### src/sv/tra_pkg.sv
// ----------------------------------------------------------------------------
// tra_pkg: shared types and constants for timed resource admission
// Field widths, status codes and the front-to-back command record.
// ----------------------------------------------------------------------------
package tra_pkg;

  localparam int MACH_W = 4;
  localparam int TIME_W = 31;
  localparam int AMT_W  = 31;
  localparam int END_W  = 32;
  localparam int STAT_W = 2;

  localparam logic [STAT_W-1:0] ST_GRANTED = 2'd0;
  localparam logic [STAT_W-1:0] ST_NO_CAP  = 2'd1;
  localparam logic [STAT_W-1:0] ST_FULL    = 2'd2;

  localparam logic [AMT_W-1:0] CAP_MAX = {AMT_W{1'b1}};

  // command handed from front to back
  typedef struct packed {
    logic              is_req;
    logic [MACH_W-1:0] machine;
    logic [TIME_W-1:0] arrival_time;
    logic [TIME_W-1:0] duration;
    logic [AMT_W-1:0]  amount;
  } cmd_t;

endpackage

### src/sv/tra_front.sv
// ----------------------------------------------------------------------------
// tra_front: input stage and command queue
// Drops out-of-range machines and queues commands for the back end.
// ----------------------------------------------------------------------------
module tra_front #(
  parameter int MACHINES = 16
) (
  input  logic            clk,
  input  logic            rst_n,
  input  logic            in_valid,
  output logic            in_ready,
  input  tra_pkg::cmd_t   in_cmd,
  output logic            q_valid,
  input  logic            q_pop,
  output tra_pkg::cmd_t   q_cmd
);
  import tra_pkg::*;

  localparam int QD = 2;

  cmd_t      q_r [QD];
  logic [1:0] cnt_r, cnt_nxt;
  logic       rd_r, rd_nxt, wr_r, wr_nxt;
  logic       push, keep;

  assign in_ready = (cnt_r != 2'(QD));
  assign keep     = ({{(32-MACH_W){1'b0}}, in_cmd.machine} < 32'(MACHINES));
  assign push     = in_valid && in_ready && keep;
  assign q_valid  = (cnt_r != 2'd0);
  assign q_cmd    = q_r[rd_r];

  // queue pointers
  always_comb begin
    cnt_nxt = cnt_r + 2'(push) - 2'(q_pop);
    rd_nxt  = rd_r ^ q_pop;
    wr_nxt  = wr_r ^ push;
  end

  always_ff @(posedge clk) begin
    if (!rst_n) begin
      cnt_r <= '0;
      rd_r  <= 1'b0;
      wr_r  <= 1'b0;
    end else begin
      cnt_r <= cnt_nxt;
      rd_r  <= rd_nxt;
      wr_r  <= wr_nxt;
    end
  end

  // queue storage
  always_ff @(posedge clk) begin
    if (push) begin
      q_r[wr_r] <= in_cmd;
    end
  end
endmodule

### config.mk
export PLATFORM = sky130hd
export DESIGN_NAME = tra_front
export DESIGN_NICKNAME = d
export VERILOG_FILES = /design/src/sv/tra_pkg.sv /design/src/sv/tra_front.sv
export SDC_FILE = /design/constraint.sdc
export NUM_CORES = 1
export LEC_CHECK = 0
export BUFFER_PORTS_ARGS = -buffer_cell sky130_fd_sc_hd__buf_2
export CAP_MARGIN = 20
export CORE_MARGIN = 2
export CORE_UTILIZATION = 43
export CTS_CLUSTER_DIAMETER = 100
export DETAILED_ROUTE_END_ITERATION = 10
export PLACE_DENSITY = 0.71
export SLEW_MARGIN = 15
export SYNTH_ARGS = -nofsm -noshare
export SYNTH_HDL_FRONTEND = slang
export SYNTH_SLANG_ARGS = --single-unit
### constraint.sdc
create_clock -name clk -period 5 [get_ports clk]
set_input_delay 0.75 -clock clk [delete_from_list [all_inputs] [get_ports clk]]
set_output_delay 0.75 -clock clk [all_outputs]
set_load 0.05 [all_outputs]
## Word-level counts from Yosys, hierarchy flattened

Memories as Yosys holds them, arrays and structs flattened. A register that Yosys moved wholly into a read port is not among the register bits.
Cells that the tools add are included.

| operators by class | value |
|---|---|
| mux-type cells | 3 |
| reduce and logical (&&, ||, !) cells | 2 |
| $add $sub $neg | 2 |
| equal/unequal tests | 1 |
| bitwise logic cells | 2 |

Operator list:

| cell | count |
|---|---|
| $mux 1 | 3 |
| $add 2x1->2 | 1 |
| $ne 2x2->1 const B | 1 |
| $reduce_bool 2->1 | 1 |
| $sub 2x1->2 | 1 |
| $xor 1x1->1 | 2 |
| $logic_and 1x1->1 | 1 |

| storage, ports and cells | value |
|---|---|
| output and inout bits | 100 |
| memory bits (writable) | 196 |
| memories | 1 |
| register bits | 4 |
| logic and storage cells | 14 |

Memory list:

| name | words | width | read ports | clocked after memory_dff | write ports | RTL line | text |
|---|---|---|---|---|---|---|---|
| q_r | 2 | 98 | 1 | 1 | 1 | tra_front.sv:21 | `cmd_t q_r [QD];` |

## Longest topological paths before layout

| depth | value |
|---|---|
| word-level depth | 4 |
| gate-level depth with buffers | 6 |

## Worst setup path after synthesis

OpenSTA, ideal clock, no wires.

| path | value |
|---|---|
| path type | reg2reg |
| start | register cnt_r[0] |
| end | memory q_r[1][0] (netlist name) (enable) |
| setup slack | -0.644 ns |
| arrival time | 5.088 ns |
| stages on the path, launching flop included | 4 |
| buffers on the path | 0 |
| library setup time | 0.556 ns |
| cell sequence | dfxtp_1 -> nand2b_1 -> nand2_1 -> nor2_1 |

| on the way | value |
|---|---|
| word-level cells in the longest chain between the ends | 4 |

RTL lines:

| element | RTL line | text |
|---|---|---|
| from (decl) | tra_front.sv:22 | `logic [1:0] cnt_r, cnt_nxt;` |
| from (signal assigned) | tra_front.sv:45 | `cnt_r <= cnt_nxt;` |
| $ne 2x2->1 | tra_front.sv:26 | `assign in_ready = (cnt_r != 2'(QD));` |
| named net in_ready | tra_front.sv:11 | `output logic in_ready,` |
| $logic_and 1x1->1 | tra_front.sv:28 | `assign push = in_valid && in_ready && keep;` |
| $mux 1 | tra_front.sv:53 | `if (push) begin` |
| $mux 1 (not written as such) | tra_front.sv:54 | `q_r[wr_r] <= in_cmd;` |
| to (decl) | tra_front.sv:21 |  |

The timed path passes the listed nets, and every way through them passes these cells.

==> summary.txt <==
Cells and area
  – Most frequent cells in the layout: buf_2, edfxtp_1, mux2_2
  – Layout cells sized above 1: 60.7%
  – Area of the multi-input gates: around 0.0013 mm^2
  – Most common cell after layout, fill and taps aside: buf_2
  – Number of diodes: 0
  – Area delta synth->final: 25.8%
  – Layout Utilization: 55.6%
  – Fillers: between 1000 and 1500
  – Reg area: about 0.0060 mm^2
  – Post-layout nets: 652

Power
  – Pwr/cell area: 471 mW/mm^2
  – Leak: roughly 3.5 nW
  – Pwr Total: 4.38 mW
  – Maximum vdd drop: between 0.0002 and 0.0003 V

Clock tree
  – Hold_buf cts: 0
  – Clock slew at reported path FFs: 0.06 ns
  – Root buffer cell: clkbuf_16
  – Postcts setup bufs: 0
  – Htree depth: 1
  – Clock buffer depth: 3
  – Clock insertion delay at the later pin of the skew report: 0.48 ns
  – PostCTS Resize Cnt: 0
  – Clk sinks: 201
  – CTS tree: done
  – CTS Buf Count: 21

Worst setup path
  – Worst R2R Path Depth: 5
  – CP Cell Sequence: buf_4 -> mux2_2 -> buf_2
  – Worst path bufs/invs: 2
  – End point of the critical path: q_cmd[2]
  – Slowest CP cell: dfxtp_4
  – Worst Path Arrival: 2.49 ns
  – Reg-to-Reg End: q_r[0][96]$_DFFE_PP_
  – Reg2reg setup slack: 2.72 ns
  – CP required: 4.25 ns
  – Crit path depth: 3
  – Crit start category: flop
  – CP Class: reg -> out
  – CP Capture Type: output pin
  – Slowest Stage Delay on Critical Path: 0.98 ns
  – Reg2reg start: cnt_r[0]$_SDFF_PN0_
  – CP top delay family: flip-flops
  – Crit path max fanout: 69

Synthesis
  – Synth Area in XOR/XNOR: 0.237%
  – Syn Area/Cell: 22.4 um^2
  – Top_reg_cell synth: edfxtp_1
  – Netlist cell types: 20
  – Synth Register Bits: 201
  – Largest family of logic cells by synthesized area: multiplexers
  – Number of enable flip-flop cells after synthesis: 196
  – Synth Net Count: roughly 430
  – Mux contribution to synthesized area: 16.1%
  – Mapped Cells: 330
  – Asr flop ratio synth: 0%
  – Netlist Area Pre-Place: 0.00738 mm^2
  – Post-Synth Adder-Cell Area: 0.339%
  – Synth Area in Compound Gates: 0.203%
  – Post-synthesis simple-gate area fraction: 0.847%
  – Warnings from Yosys: 0
  – Register area share after synthesis: roughly four fifths

STA
  – Final Slew Violations: 0
  – Final setup violation count: 0
  – Tightest Pin Transition: between 0.9 and 1 ns
  – Max Clk Rate: 309 MHz
  – Period utilization: 64.8%
  – Hold WS: 0.453 ns
  – Final hold vios: 0
  – Minimum clock period: approximately 3.2 ns
  – Fin Setup TNS: 0 ns
  – RSZ-0062 raised after global routing: false
  – Worst clock skew: ~0.016 ns
  – Max-slew headroom: 35.7%

Placed design
  – DP HPWL: 9.12 mm
  – Port Buffers: 201
  – GP Congestion: about 0.73

Hold path
  – HP Class: in -> reg
  – Min-delay src: in_cmd[30]

Detailed routing
  – Drt pass-1 iters: 4
  – Via density: 4.75
  – Routed wire length: 13.8 mm
  – DR DRC count: 0
  – Initial DRC count: 223
  – Post-DRT Antenna Nets: 0
  – Avg WL per Cell: 17.6 um
  – Vias: 3713

Floorplanning
  – Core box area: about 0.017 mm^2
  – Num rows: 47
  – I/O pin cnt: ~200
  – Starting Density: 44.2%
  – Full die area: ~0.018 mm^2
  – Die width: 135 um
  – Die height: between 100 and 150 um

GRT
  – Vias in the first global route: 4032
  – Overflow after GRT: 0
  – Initial antenna violation count: 2
  – First-pass GRT wire length: 20.9 mm
  – Largest net degree at the start of global routing: 80
  – Total GRT Usage: 14.7%

Run
  – Max cap viols: 0

Run status
  – Status: finished, final reports clean
## through the flow
stage	std cells	instance area [um^2]	setup WS (ns)
global route	782	9290	1.57
CTS	782	9290	1.67
detailed placement	745	8660	2.19
floorplan	330	7380	1.00
finish	782	9290	1.76
global placement	745	8660	2.24
## logic make-up (layout without fill, tap and decap cells)
kind of cell               Yosys count  count (layout)
muxes                               99              99
buffers and inverters               13             245
DFF                                201             201
and+or+nand+nor                     11              11
adders and majority gates            2               2
AOI/OAI and AO/OA                    2               2
xor gates and xnor gates             2               2
## per-layer routing
metal	vias up	part of all wire, %	global-route usage, %
met5	-	0	0
met2	137	49	25.1
met4	0	2.8	4.69
met1	1805	39	17.3
met3	27	8.7	5.56
li1	1744	-	-
## cell usage after synthesis, drive strengths merged (2+ instances only)
cell | n | share of area [%]
dfxtp | 5 | 1.4
edfxtp | 196 | 80
nand2 | 2 | 0.10
inv | 2 | 0.10
nand2b | 2 | 0.17
ha | 2 | 0.34
buf | 11 | 1.1
mux2 | 98 | 16
and2 | 3 | 0.25
## layout make-up
| type | count | area share, % |
|---|---|---|
| Tap cell | 220 | 2.96 |
| Timing Repair Buffer | 206 | 11.4 |
| Clock inverter | 11 | 0.606 |
| Clock buffer | 26 | 6.18 |
| Multi-Input combinational cell | 116 | 14.3 |
| Sequential cell | 201 | 64.5 |
| Inverter | 2 | 0.0808 |
## state kept, by name, indices dropped and copies added (netlist names), named ones only
signal and cells:
rd_r 1, wr_r 1, q_r 196, cnt_r 2
## how the worst min path moves through the flow
stage               depth (start not counted)  slack (ns)                   end
floorplan                                   2        0.55                  flop
global placement                            2        0.56                  flop
detailed placement                          2        0.56                  flop
CTS                                         1        0.44  q_r[1][30]$_DFFE_PP_
global route                                1        0.44  q_r[0][30]$_DFFE_PP_
finish                                      1        0.45  q_r[1][30]$_DFFE_PP_
## where the power goes
part / switching [mW] / internal, mW
Combinational: 0.631 / 0.249
Sequential: 0.0581 / 2.04
Clock: 0.588 / 0.812
## worst register-to-register path, stage by stage, from the launching register on
cell,delay (ns)
dfxtp_1,0.36
nand2b_1,0.14
nand2_1,0.15
inv_1,0.13
ha_4,0.69
buf_4,0.46
No activity file was read; power rests on OpenSTA's default activity.
